[src/rtl/baro_temp_press_compensation_assert.svh]
// Assertion macros for the barometer compensation block
`ifndef BARO_TEMP_PRESS_COMPENSATION_ASSERT_SVH
`define BARO_TEMP_PRESS_COMPENSATION_ASSERT_SVH
// Implication checked on every clock edge outside reset
`define BTPC_ASSERT_IMP(lbl, clk, rstn, a, c) \
lbl: assert property (@(posedge clk) disable iff (!rstn) (a) |-> (c)) else $error("lbl");
// Implication whose consequent is checked in the next cycle
`define BTPC_ASSERT_NXT(lbl, clk, rstn, a, c) \
lbl: assert property (@(posedge clk) disable iff (!rstn) (a) |=> (c)) else $error("lbl");
`endif

[src/rtl/btpc_div.sv]
// Pipelined restoring divider, one quotient bit per stage
module btpc_div (
	input  logic        clk,
	input  logic        arst_n,
	input  logic        en,
	input  logic [31:0] num,
	input  logic [31:0] den,
	output logic [31:0] quo
);
	logic [31:0] n_s [0:32];
	logic [31:0] d_s [0:32];
	logic [31:0] r_s [0:32];

	assign n_s[0] = num;
	assign d_s[0] = den;
	assign r_s[0] = '0;

	// Produce one quotient bit per register stage
	for (genvar i = 0; i < 32; i++) begin : g_stg
		logic [32:0] tr;
		logic [32:0] df;
		logic [31:0] n_q, d_q, r_q;
		assign tr = {r_s[i], n_s[i][31]};
		assign df = tr - {1'b0, d_s[i]};
		always_ff @(posedge clk) begin
			if (en) begin
				d_q <= d_s[i];
				if (!df[32]) begin
					r_q <= df[31:0];
					n_q <= {n_s[i][30:0], 1'b1};
				end else begin
					r_q <= tr[31:0];
					n_q <= {n_s[i][30:0], 1'b0};
				end
			end
		end
		assign n_s[i+1] = n_q;
		assign d_s[i+1] = d_q;
		assign r_s[i+1] = r_q;
	end
	assign quo = n_s[32];

	logic unused;
	assign unused = arst_n ^ (|r_s[32]) ^ (|d_s[32]);
endmodule

[config.mk]
export PLATFORM = sky130hd
export DESIGN_NAME = btpc_div
export DESIGN_NICKNAME = d
export VERILOG_FILES = /design/src/rtl/baro_temp_press_compensation_assert.svh /design/src/rtl/btpc_div.sv
export SDC_FILE = /design/constraint.sdc
export NUM_CORES = 2
export LEC_CHECK = 0
export BUFFER_PORTS_ARGS = -buffer_cell sky130_fd_sc_hd__buf_2
export CAP_MARGIN = 5
export CORE_MARGIN = 2
export CORE_UTILIZATION = 45
export CTS_CLUSTER_SIZE = 25
export DETAILED_ROUTE_END_ITERATION = 10
export PLACE_DENSITY = 0.66
export SYNTH_ARGS = -nofsm -noshare
export SYNTH_HDL_FRONTEND = slang
export SYNTH_SLANG_ARGS = --single-unit
[constraint.sdc]
create_clock -name clk -period 5.6 [get_ports clk]
set_input_delay 1.12 -clock clk [delete_from_list [all_inputs] [get_ports clk]]
set_output_delay 1.12 -clock clk [all_outputs]
set_load 0.01 [all_outputs]
After elaboration in Yosys (flattened, before gate mapping):

Index checks and enable logic that the tools add are counted.

* flip-flop bits (word level): 3008
* output and inout port bits: 32
* logic and storage cells: 190

* $add $sub $neg: 32
* mux-type cells: 63

Operator list (number)
* $sub A33 B32 Y33: 31
* $mux W32: 30
* $mux W1: 33
* $sub A1 B32 Y33: 1

Logic depth before layout (Yosys ltp):

* depth after elaboration: 2
* gate-level depth with buffers: 15
* gate-level depth less buffers: 14

Worst setup path before layout:

No wires, ideal clock.

* path kind: register to register
* start: register g_stg[17].d_q[0]
* end: register g_stg[18].r_q[24], data pin
* library setup time: 260 ps
* arrival time: 3343 ps
* data required time: 5340 ps
* slack: 1997 ps
* stages on the path, launching flop included: 14
* path buffers: 1
* period minus slack after synthesis: 3603 ps
* cells stage by stage: edfxtp_1 -> ha_1 -> fa_1 -> and2b_1 -> o31a_1 -> o22ai_1 -> o31ai_2 -> a21oi_2 -> o211ai_1 -> a21oi_1 -> o41ai_2 -> xor2_2 -> buf_6 -> mux2_2

* longest elaborated chain between the ends: 2

RTL lines
* from (decl): line btpc_div.sv:22 `logic [31:0] n_q, d_q, r_q;`
* from (signal assigned): line btpc_div.sv:27 `d_q <= d_s[i];`
* $sub A33 B32 Y33: line btpc_div.sv:24 `assign df = tr - {1'b0, d_s[i]};`
* $mux W32: line btpc_div.sv:28 `if (!df[32]) begin`
* to (signal assigned): line btpc_div.sv:29 `r_q <= df[31:0];`
* to (signal assigned): line btpc_div.sv:32 `r_q <= tr[31:0];`
* to (decl): line btpc_div.sv:22

No other way between the ends.
A chain may end at the register's enable or synchronous reset.

Final worst setup path:

* start: register g_stg[15].d_q[0]
* end: register g_stg[16].r_q[4], data pin

* longest elaborated chain between the ends: 2

RTL lines (line)
* from (decl): btpc_div.sv:22
* from (signal assigned): btpc_div.sv:27
* $sub A33 B32 Y33: btpc_div.sv:24
* $mux W32: btpc_div.sv:28
* to (signal assigned): btpc_div.sv:29
* to (signal assigned): btpc_div.sv:32
* to (decl): btpc_div.sv:22

No other way between the ends.

==> qor.yml <==
clock_tree:
  insertion_delay_ns: 0.91
  cts_resized: 0
  clk_pin_slew_ns: 0.06
  ctsHoldBuffers: 0
  clock_sinks: 3008
  cts_max_level: 5
  cts_setup_buffers: 0
  cts_made_buffers: 337
  cts_tree: "yes"
  clk_path_buf_depth: 4
  cts_root_buf: "clkbuf_16"
finish:
  n_fill_cell: 28900
  multi_input_area_mm2: 0.0578
  final_cells: 16900
  final_layout_size_suffix_gt1_share_pct: 13.7
  area.sequential_mm2: 0.0903
  finalInstanceArea_mm2: 0.171
  final_core_util_pct: 50.3
  syn_to_final_growth_pct: 11.4
  finish.net_count: 13200
routing:
  vias: 91300
  drt_wl_total_mm: 317
  drt_iter0_markers: 5108
  vias_per_cell: 5.41
  first_pass_iters: 5
  wl_per_cell_um: 18.8
  drc: 0
  drtAntennaViolNets: 0
critical_path:
  crit_family: "compound AO/OA/AOI/OAI gates"
  cp.arrival_ns: 5.43
  cp_num_buf_inv: 1
  worst_setup_path_start_kind: "register"
  reg2regPathDepth: 13
  worstPathMaxFanout: 33
  required_ns: 6.26
  critical_path_class: "reg -> reg"
  end_kind: "register"
  path_depth: 13
  critical_path.max_stage_delay_ns: 0.50
  slowest_stage: "o21ai_1"
  crit_chain: "ha_1 -> fa_1 -> nor2b_1 -> o31ai_1 -> a22o_1 -> o21ai_1 -> nand4_1 -> a31oi_1 -> a21oi_1 -> nor4_1 -> a311o_2 -> buf_4 -> mux2_2"
synthesis:
  synthArstFlopShare_pct: 0
  synth_top_area_share_pct: 58.9
  yosys_warnings: 0
  ys_top_cells_by_count: "edfxtp_1, inv_1, ha_1"
  syn_area_mm2: 0.153
  synth_edf_count: 3008
  ys_types: 109
  synth_most_common_cell: "edfxtp_1"
  synthFlopType: "edfxtp_1"
  synth_top_area_cell: "edfxtp_1"
  ys_seq_area_share_pct: 58.9
  synth_area_leaders: "edfxtp_1, ha_1, mux2_2, inv_1, xnor2_1"
  syn-instance-count: 11700
  ys_ff_latch: 3008
  synth.avg_cell_area_um2: 13.2
place:
  place_area_mm2: 0.160
  port_buffers: 97
  gp_congestion: 0.909
  hpwl_mm: 233
  dp.cells: 16300
die:
  start_util_pct: 45.2
  die_h_um: 588
  core_area_mm2: 0.340
  rows: 214
  ios: 99
  fp.dieW_um: 588
  dieArea_mm2: 0.345
sta:
  min_period_ns: 4.77
  maxSlewHeadroom_pct: 21.9
  max_slew.worst_pin.slew_ns: 1.16
  setup_viol: 0
  fmax_mhz: 210
  skew_ns: 0.0439
  holdWs_ns: 0.392
  rsz0062_at_grt: "no"
  fin_crit_sh_pct: 85.2
  drv_slew: 0
  hold_viol: 0
  timing.setup.tns_ns: 0
min_path:
  whs_path_depth: 0
  hold_class: "reg -> reg"
power_and_ir_drop:
  power_density_mw_per_mm2: 611
  p_leak_uw: 0.0682
  ir_drop_mv: 0.520
global_routing:
  grt_pass1_vias: 95200
  track_usage_pct: 18.0
  grt_pass1_wl_mm: 504
  grt_max_degree: 177
  grt-ovfl-total: 0
  antenna_found_initial: 4
status:
  outcome: "finished, final reports clean"
flow_run:
  drv_cap: 0
[layout make-up]
cell class                      count  share of cell area, %
Inverter                         1234                   2.71
Multi-Input combinational cell   7288                   33.8
Clock buffer                      410                   5.17
Tap cell                         4536                   3.32
Sequential cell                  3008                   52.9
Clock inverter                    196                   1.10
Antenna cell                        4                0.00586
Timing Repair Buffer              201                  0.970
[through the flow]
step | setup WS, ns | total power (uW)
after floorplan | 2.00 | 71800
after global placement | 0.884 | 81700
after detailed placement | 0.840 | 82900
after CTS | 0.800 | 105000
after global routing | 0.520 | 111000
final | 0.829 | 104000
[path summary, 6_finish.rpt]
check / start / endpoint / slack [ns]
worst max-delay path: g_stg[15].d_q[0] / g_stg[16].r_q[4] / 0.83
worst max register to register: g_stg[15].d_q[0] / g_stg[16].r_q[4] / 0.83
worst min-delay path: g_stg[11].n_q[0] / g_stg[12].n_q[1] / 0.39
worst min register to register: g_stg[11].n_q[0] / g_stg[12].n_q[1] / 0.39
[per-layer routing]
layer	GRT usage [%]	vias to the layer above	routed length [um]
met4	7.98	0	14500
met5	0	-	0
met2	35.5	1561	176000
met3	2.03	780	8570
li1	-	44500	-
met1	18.9	44400	118000
[where the power goes]
part           total [uW]  internal [uW]  switching (uW)
clock network       21500          12600            8990
registers           35700          32800            2920
logic               47100          22400           24600
[layout by cell type, fill, tap and decap left out, types with 67 or more instances in the layout]
cell type / count
a21o_1: 440
a21oi_1: 812
a31oi_1: 90
and3_1: 108
buf_2: 96
buf_4: 74
clkbuf_1: 67
clkbuf_16: 343
edfxtp_1: 3008
ha_1: 993
inv_1: 1233
mux2_2: 848
mux2i_1: 105
nand2_1: 433
nand2b_1: 107
nand3_1: 159
nand4_1: 79
nor2_1: 491
nor2b_1: 135
nor3_1: 134
o21a_1: 187
o21ai_0: 409
o21bai_1: 75
o31ai_1: 73
xnor2_1: 515
xor2_1: 251
[worst reg2reg max path, cell delays in order (launching register included)]
cell	delay (ns)
edfxtp_1	0.38
ha_1	0.22
fa_1	0.41
nor2b_1	0.23
o31ai_1	0.16
a22o_1	0.27
o21ai_1	0.50
nand4_1	0.29
a31oi_1	0.45
a21oi_1	0.22
nor4_1	0.34
a311o_2	0.17
buf_4	0.42
mux2_2	0.46
[flip-flops by register name (all words and copies together) (netlist names)]
register and count:
g_stg.r_q 992, quo 32, g_stg.d_q 992, g_stg.n_q 992
[kinds of logic after synthesis]
kind of cell    synth area share, %
compound gates                 11.5
xor+xnor                       4.53
fa+ha+maj                      8.49
buf+inv                        3.61
flops                          58.9
mux                            6.96
other cells                 0.00245
simple gates                   6.04
(Power assumes the default switching activity.)
