## src/rtl/baro_temp_press_compensation_assert.svh

```systemverilog
// Assertion macros for the barometer compensation block
`ifndef BARO_TEMP_PRESS_COMPENSATION_ASSERT_SVH
`define BARO_TEMP_PRESS_COMPENSATION_ASSERT_SVH
// Implication checked on every clock edge outside reset
`define BTPC_ASSERT_IMP(lbl, clk, rstn, a, c) \
lbl: assert property (@(posedge clk) disable iff (!rstn) (a) |-> (c)) else $error("lbl");
// Implication whose consequent is checked in the next cycle
`define BTPC_ASSERT_NXT(lbl, clk, rstn, a, c) \
lbl: assert property (@(posedge clk) disable iff (!rstn) (a) |=> (c)) else $error("lbl");
`endif

```

## src/rtl/btpc_pkg.sv

```systemverilog
package btpc_pkg;
	localparam int NSTG = 40;
	localparam logic [2:0] REG_CALIB_T = 3'd0;
	localparam logic [2:0] REG_CALIB_PA = 3'd1;
	localparam logic [2:0] REG_CALIB_PB = 3'd2;
	localparam logic [2:0] REG_P9 = 3'd3;
	localparam logic [2:0] REG_TLO = 3'd4;
	localparam logic [2:0] REG_THI = 3'd5;
	localparam logic [2:0] REG_PLO = 3'd6;
	localparam logic [2:0] REG_PHI = 3'd7;
	localparam logic [31:0] K64000 = 32'd64000;
	localparam logic [31:0] K1M = 32'd1048576;
	localparam logic [31:0] K3125 = 32'd3125;
	localparam logic [31:0] K32768 = 32'd32768;
	localparam logic [31:0] K128 = 32'd128;

	typedef struct packed {
		logic [47:0] ct;
		logic [63:0] pa;
		logic [63:0] pb;
		logic [15:0] p9;
		logic [15:0] tlo;
		logic [15:0] thi;
		logic [19:0] plo;
		logic [19:0] phi;
	} cfg_t;

	function automatic logic [31:0] sx16(input logic [15:0] v);
		return {{16{v[15]}}, v};
	endfunction

	function automatic logic [31:0] asr(input logic [31:0] x, input int n);
		return 32'($signed(x) >>> n);
	endfunction

	function automatic logic [31:0] mul(input logic [31:0] a, input logic [31:0] b);
		logic [63:0] r;
		r = a * b;
		return r[31:0];
	endfunction
endpackage

```

## src/rtl/btpc_back.sv

```systemverilog
// Pressure correction terms and output clamps: 3 stages
module btpc_back (
	input  logic           clk,
	input  logic           en,
	input  btpc_pkg::cfg_t cfg,
	input  logic [31:0]    t_i,
	input  logic [31:0]    q_i,
	input  logic           big_i,
	input  logic           zero_i,
	output logic [15:0]    temp_o,
	output logic           talm_o,
	output logic [19:0]    pres_o,
	output logic           palm_o
);
	logic [31:0] p_c;
	assign p_c = zero_i ? '0 : (big_i ? {q_i[30:0], 1'b0} : q_i);

	// stage 1: square term and p8 product
	logic [31:0] p_s1, m_s1, v2_s1, t_s1;
	logic z_s1;
	always_ff @(posedge clk) begin
		if (en) begin
			p_s1 <= p_c;
			m_s1 <= btpc_pkg::mul(p_c >> 3, p_c >> 3) >> 13;
			v2_s1 <= btpc_pkg::mul(p_c >> 2, btpc_pkg::sx16(cfg.pb[63:48]));
			t_s1 <= t_i;
			z_s1 <= zero_i;
		end
	end

	// stage 2: p9 product
	logic [31:0] p_s2, v1_s2, v2_s2, t_s2;
	logic z_s2;
	always_ff @(posedge clk) begin
		if (en) begin
			p_s2 <= p_s1;
			v1_s2 <= btpc_pkg::mul(btpc_pkg::sx16(cfg.p9), m_s1);
			v2_s2 <= btpc_pkg::asr(v2_s1, 13);
			t_s2 <= t_s1;
			z_s2 <= z_s1;
		end
	end

	// stage 3: final sum and clamps
	logic [31:0] pf_c, lo, hi, plo, phi;
	assign pf_c = z_s2 ? '0 : p_s2 + btpc_pkg::asr(btpc_pkg::asr(v1_s2, 12) + v2_s2
		+ btpc_pkg::sx16(cfg.pb[47:32]), 4);
	assign lo = btpc_pkg::sx16(cfg.tlo);
	assign hi = btpc_pkg::sx16(cfg.thi);
	assign plo = {12'd0, cfg.plo};
	assign phi = {12'd0, cfg.phi};
	always_ff @(posedge clk) begin
		if (en) begin
			if ($signed(t_s2) < $signed(lo)) begin
				temp_o <= lo[15:0];
				talm_o <= 1'b1;
			end else if ($signed(t_s2) > $signed(hi)) begin
				temp_o <= hi[15:0];
				talm_o <= 1'b1;
			end else begin
				temp_o <= t_s2[15:0];
				talm_o <= 1'b0;
			end
			if (pf_c < plo) begin
				pres_o <= cfg.plo;
				palm_o <= 1'b1;
			end else if (pf_c > phi) begin
				pres_o <= cfg.phi;
				palm_o <= 1'b1;
			end else begin
				pres_o <= pf_c[19:0];
				palm_o <= 1'b0;
			end
		end
	end
endmodule

```

## config.mk

```make
export PLATFORM = sky130hd
export DESIGN_NAME = btpc_back
export DESIGN_NICKNAME = d
export VERILOG_FILES = /design/src/rtl/baro_temp_press_compensation_assert.svh /design/src/rtl/btpc_pkg.sv /design/src/rtl/btpc_back.sv
export SDC_FILE = /design/constraint.sdc
export NUM_CORES = 2
export LEC_CHECK = 0
export BUFFER_PORTS_ARGS = -buffer_cell sky130_fd_sc_hd__buf_2
export CELL_PAD_IN_SITES_DETAIL_PLACEMENT = 1
export CELL_PAD_IN_SITES_GLOBAL_PLACEMENT = 1
export CORE_MARGIN = 10
export CORE_UTILIZATION = 50
export DETAILED_ROUTE_END_ITERATION = 10
export GPL_ROUTABILITY_DRIVEN = 0
export GPL_TIMING_DRIVEN = 0
export PLACE_DENSITY = 0.95
export SYNTH_ARGS = -nofsm -noshare
export SYNTH_HDL_FRONTEND = slang
export SYNTH_SLANG_ARGS = --single-unit
```

## constraint.sdc

```tcl
create_clock -name clk -period 15.62 [get_ports clk]
set_input_delay 3.124 -clock clk [delete_from_list [all_inputs] [get_ports clk]]
set_output_delay 3.124 -clock clk [all_outputs]
set_load 0.005 [all_outputs]
```

* Yosys cells after proc, flatten, opt, wreduce, memory -nomap -nowiden
Cells that the tools add are included.
** Word-level totals
- Bits in registers :: 270
- Bits of input ports :: 332
- Word-level logic and storage cells :: 36
** Cells by class
- Add/subtract/negate cells :: 3
- Multipliers :: 3
- Order comparisons :: 4
- Multiplexer cells :: 9
- Reduce and logical (&&, ||, !) cells :: 1
** Operator list (count)
- $mux 32 :: 3
- $mux 20 :: 2
- $add 32x32->32 :: 1
- $gt 32x16->1 :: 1
- $gt 32x20->1 :: 1
- $lt 32x16->1 :: 1
- $lt 32x20->1 :: 1
- $mul 29x29->32 :: 1
- $mul 30x32->32 :: 1
- $mul 32x19->32 :: 1
- $mux 16 :: 2
- $add 21x16->22 :: 1
- $add 20x19->21 :: 1
- $mux 1 :: 2
- $reduce_or 2->1 :: 1

* Depth between registers and ports, before layout
- Depth in word-level cells :: 7
- Depth in mapped cells :: 37
- Mapped depth without buffers :: 33

* Worst setup path after synthesis
No wires, ideal clock.
- Path kind :: in2reg
- Start :: input port big_i
- End :: register m_s1[18], data pin
- Library setup time :: 0.273 ns
- Data arrival time :: 11.842 ns
- Slack :: 3.506 ns
- Stages on the path :: 36
- Path through :: buf_2 buf_2 buf_2 buf_1 mux2i_1 or2_2 clkbuf_1 inv_1 buf_1 nand2_1 fa_1 inv_1 fa_1 fa_1 inv_1 fa_1 inv_1 fa_1 inv_1 fa_1 inv_1 fa_1 inv_1 fa_1 inv_1 ha_1 a21o_1 a21o_1 a21o_1 o2111ai_1 nand2_1 a21o_1 a31oi_1 nor2_1 a2111oi_0 xnor2_1
** On the way
- Cells in the longest elaborated chain, start to end :: 3
** Ends and longest elaborated chain
- start, declared :: RTL line btpc_back.sv:8 : input logic big_i,
- $mux 32 (2 in series) :: RTL line btpc_back.sv:16 : assign p_c = zero_i ? '0 : (big_i ? {q_i[30:0], 1'b0} : q_i);
- named net p_c[16] :: RTL line btpc_back.sv:15 : logic [31:0] p_c;
- $mul 29x29->32 :: RTL line btpc_pkg.sv:38 : r = a * b;
- end signal, assigned :: RTL line btpc_back.sv:24 : m_s1 <= btpc_pkg::mul(p_c >> 3, p_c >> 3) >> 13;
- end, declared :: RTL line btpc_back.sv:19 : logic [31:0] p_s1, m_s1, v2_s1, t_s1;
The timed path passes the listed nets, and every way through them passes these cells.
A chain may end at the register's enable or synchronous reset.

* Worst setup path in the final report
- Start :: input port big_i
- End :: register m_s1[18], data pin
** On the way
- Cells in the longest elaborated chain, start to end :: 3
** Ends and longest elaborated chain (RTL line)
- $mux 32 (2 in series) :: btpc_back.sv:16
- $mul 29x29->32 :: btpc_pkg.sv:38
Every way passes these cells.

==> flow_metrics.py <==
metrics = {
    "timing": {
        "skew_ps": 22.6,
        "slew_violations": 12,
        "fin_crit_ps": 14790,
        "tightest_slew_ps": 1640,
        "hold_viol": 0,
        "rsz0062_at_grt": "no",
        "finalSetupViolations": 0,
        "relSlewSlack_pct": -9.00,
        "tns_ps": 0,
        "fin_crit_sh_pct": 94.7,
        "fmax_mhz": 67.6,
    },
    "logic_synthesis": {
        "synth.distinct_cells": 80,
        "ys_warn_count": 0,
        "synthArstFlopShare_pct": 0,
        "synth_area_mm2": 0.0502,
        "ys.flop_type": "edfxtp_1",
        "syn_area_per_cell_um2": 9.76,
        "synth_common_cells": "1282 x inv_1, 1040 x fa_1, 567 x nand2_1",
        "seq_area_frac_synth_pct": 14.7,
        "synth_area_leader_cell": "fa_1",
        "synth_top_area_share_pct": 41.5,
        "yosysMostFrequentCell": "inv_1",
        "synth_edf_count": 245,
        "synth-seq-cells": 245,
        "synth_fp_nets": 6973,
        "synth_area_leaders": "fa_1 41%, edfxtp_1 15%, ha_1 11%",
        "syn_inst": 5145,
    },
    "detailed_routing": {
        "viasPerCell": 6.40,
        "drt_first_pass_iters": 9,
        "routedWlPerCell_um": 31.8,
        "drt-initial-drc-count": 4884,
        "dr_total_vias": 43100,
        "drc": 0,
        "wl_mm": 214,
        "ant_nets": 0,
    },
    "global_route": {
        "grt_pass1_vias": 50600,
        "grt_max_degree": 98,
        "grt.overflow.total": 0,
        "grt.total_usage_pct": 38.4,
        "grt_pass1_wl_mm": 318,
        "antenna_found_initial": 43,
    },
    "min_path": {
        "hp-class": "flip-flop to flip-flop",
    },
    "clock_tree": {
        "postCtsHoldBufs": 0,
        "numCtsBuffers": 27,
        "cts_sinks": 245,
        "cts_setup_buffers": 0,
        "cts_buffer_depth": 3,
        "cts_tree": "built",
        "cts_resized": 0,
        "clk_pin_slew_ps": 70,
        "cts_root_buffer": "clkbuf_16",
        "htree_levels": 1,
        "clk_latency_ps": 620,
    },
    "cells_and_area": {
        "nets": 7216,
        "fillCellCount": 11300,
        "multi_input_area_mm2": 0.0372,
        "syn2layout_area_growth_pct": 7.54,
        "seq_area_mm2": 0.00736,
        "drive_gt1_share_pct": 5.86,
        "final_cells": 6734,
    },
    "job": {
        "max-cap-violations": 1,
    },
    "worst_setup_path": {
        "cp_top_family": "adder cells",
        "worstPathRequired_ps": 15900,
        "slowest_delay_ps": 960,
        "cp-end-kind": "flip-flop",
        "criticalPathCategory": "input pin to flip-flop",
        "critPathArrivalTime_ps": 15070,
        "start_kind": "input pin",
        "slowest_stage": "clkinv_1",
        "crit_top_cell": "fa_1",
        "path_buf_inv": 11,
        "path_max_fanout": 10,
    },
    "place": {
        "numPortBuffers": 210,
        "hpwl_mm": 160,
        "dp_cells": 6655,
    },
    "floorplan": {
        "initial_core_util_pct": 50.3,
        "rows": 116,
        "die_w_um": 337,
        "die_y_um": 337,
        "die_area_mm2": 0.113,
        "core_area_mm2": 0.0999,
        "io_pins": 370,
    },
    "run_status": {
        "violations": "capacitance limit, slew limit",
        "status": "finished, violations left",
    },
}
## metal layers
layer  global-route usage (%)  part of all wire (%)
met1                     37.4                    29
met5                    0.521                  0.12
met3                     18.4                    13
met4                     34.7                    12
met2                     60.1                    45
## final timing paths
kind | start | end | slack, ps | cells past startpoint
max | big_i | m_s1[18] | 830 | 34
min | p_s1[27] | p_s2[27] | 410 | 0
max reg2reg | v1_s2[15] | pres_o[17] | 6910 | 33
min reg2reg | p_s1[27] | p_s2[27] | 410 | 0
## through the flow
stage / area (µm²) / hold slack [ps] / utilization (%) / setup slack (ps)
2_1_floorplan: 50200 / 400 / - / 3510
3_3_place_gp: 52900 / 402 / 53.0 / 1620
3_5_place_dp: 52900 / 405 / 53.0 / 1160
4_1_cts: 53900 / 400 / 54.0 / 1680
5_1_grt: 54000 / 418 / 54.0 / 594
6_report: 54000 / 413 / 54.1 / 831
## layout by cell type (no fill, tap or decap), drive strengths merged, types with 7 or more instances in the layout
| cell type | n |
|---|---|
| inv | 1298 |
| fa | 1040 |
| nand2 | 567 |
| ha | 456 |
| and2 | 283 |
| edfxtp | 245 |
| buf | 237 |
| nor2 | 225 |
| clkbuf | 208 |
| xnor2 | 118 |
| a21oi | 88 |
| a21o | 73 |
| o21ai | 73 |
| a31oi | 44 |
| nor3 | 41 |
| nand3 | 39 |
| o21a | 34 |
| mux2i | 31 |
| a211oi | 31 |
| diode | 27 |
| or2 | 27 |
| xor2 | 26 |
| nor2b | 25 |
| nand4 | 24 |
| nand2b | 18 |
| and3 | 16 |
| o221a | 15 |
| o211ai | 14 |
| clkinv | 12 |
| o2111a | 7 |
| clkinvlp | 7 |
## worst register-to-register path: cells and delay by family (launching register included)
kind / cells / cell delay (ps)
AO/OA/AOI/OAI: 13 / 3340
XOR/XNOR: 1 / 340
adder cells (fa/ha/maj): 4 / 1470
buffers and inverters: 4 / 820
flip-flops: 1 / 340
AND/OR/NAND/NOR: 11 / 2150
## final cells by class
class	count	share of cell area [%]
Antenna cell	27	0.125
Buffer	204	1.51
Clock buffer	27	1.25
Clock inverter	23	0.501
Inverter	1298	9.02
Multi-Input combinational cell	3398	68.8
Sequential cell	245	13.6
Tap cell	1298	3.01
Timing Repair Buffer	214	2.12
## registers in the layout, indices dropped and copies added (netlist names)
| name | cells |
|---|---|
| p_s1 | 32 |
| p_s2 | 32 |
| t_s1 | 32 |
| t_s2 | 32 |
| pres_o | 20 |
| v1_s2 | 20 |
| m_s1 | 19 |
| v2_s1 | 19 |
| v2_s2 | 19 |
| temp_o | 16 |
| palm_o | 1 |
| talm_o | 1 |
| z_s1 | 1 |
| z_s2 | 1 |
## cells by family after synthesis
kind of cell | synth area share (%)
buf+inv | 11.3
fa+ha+maj | 52.8
simple gates | 12.0
compound gates | 5.95
flops | 14.7
xor+xnor | 2.56
mux | 0.663
Power is left out: the tool's default activity adds up to more than one toggle a clock period on the data nets, which glitch-free logic cannot reach.
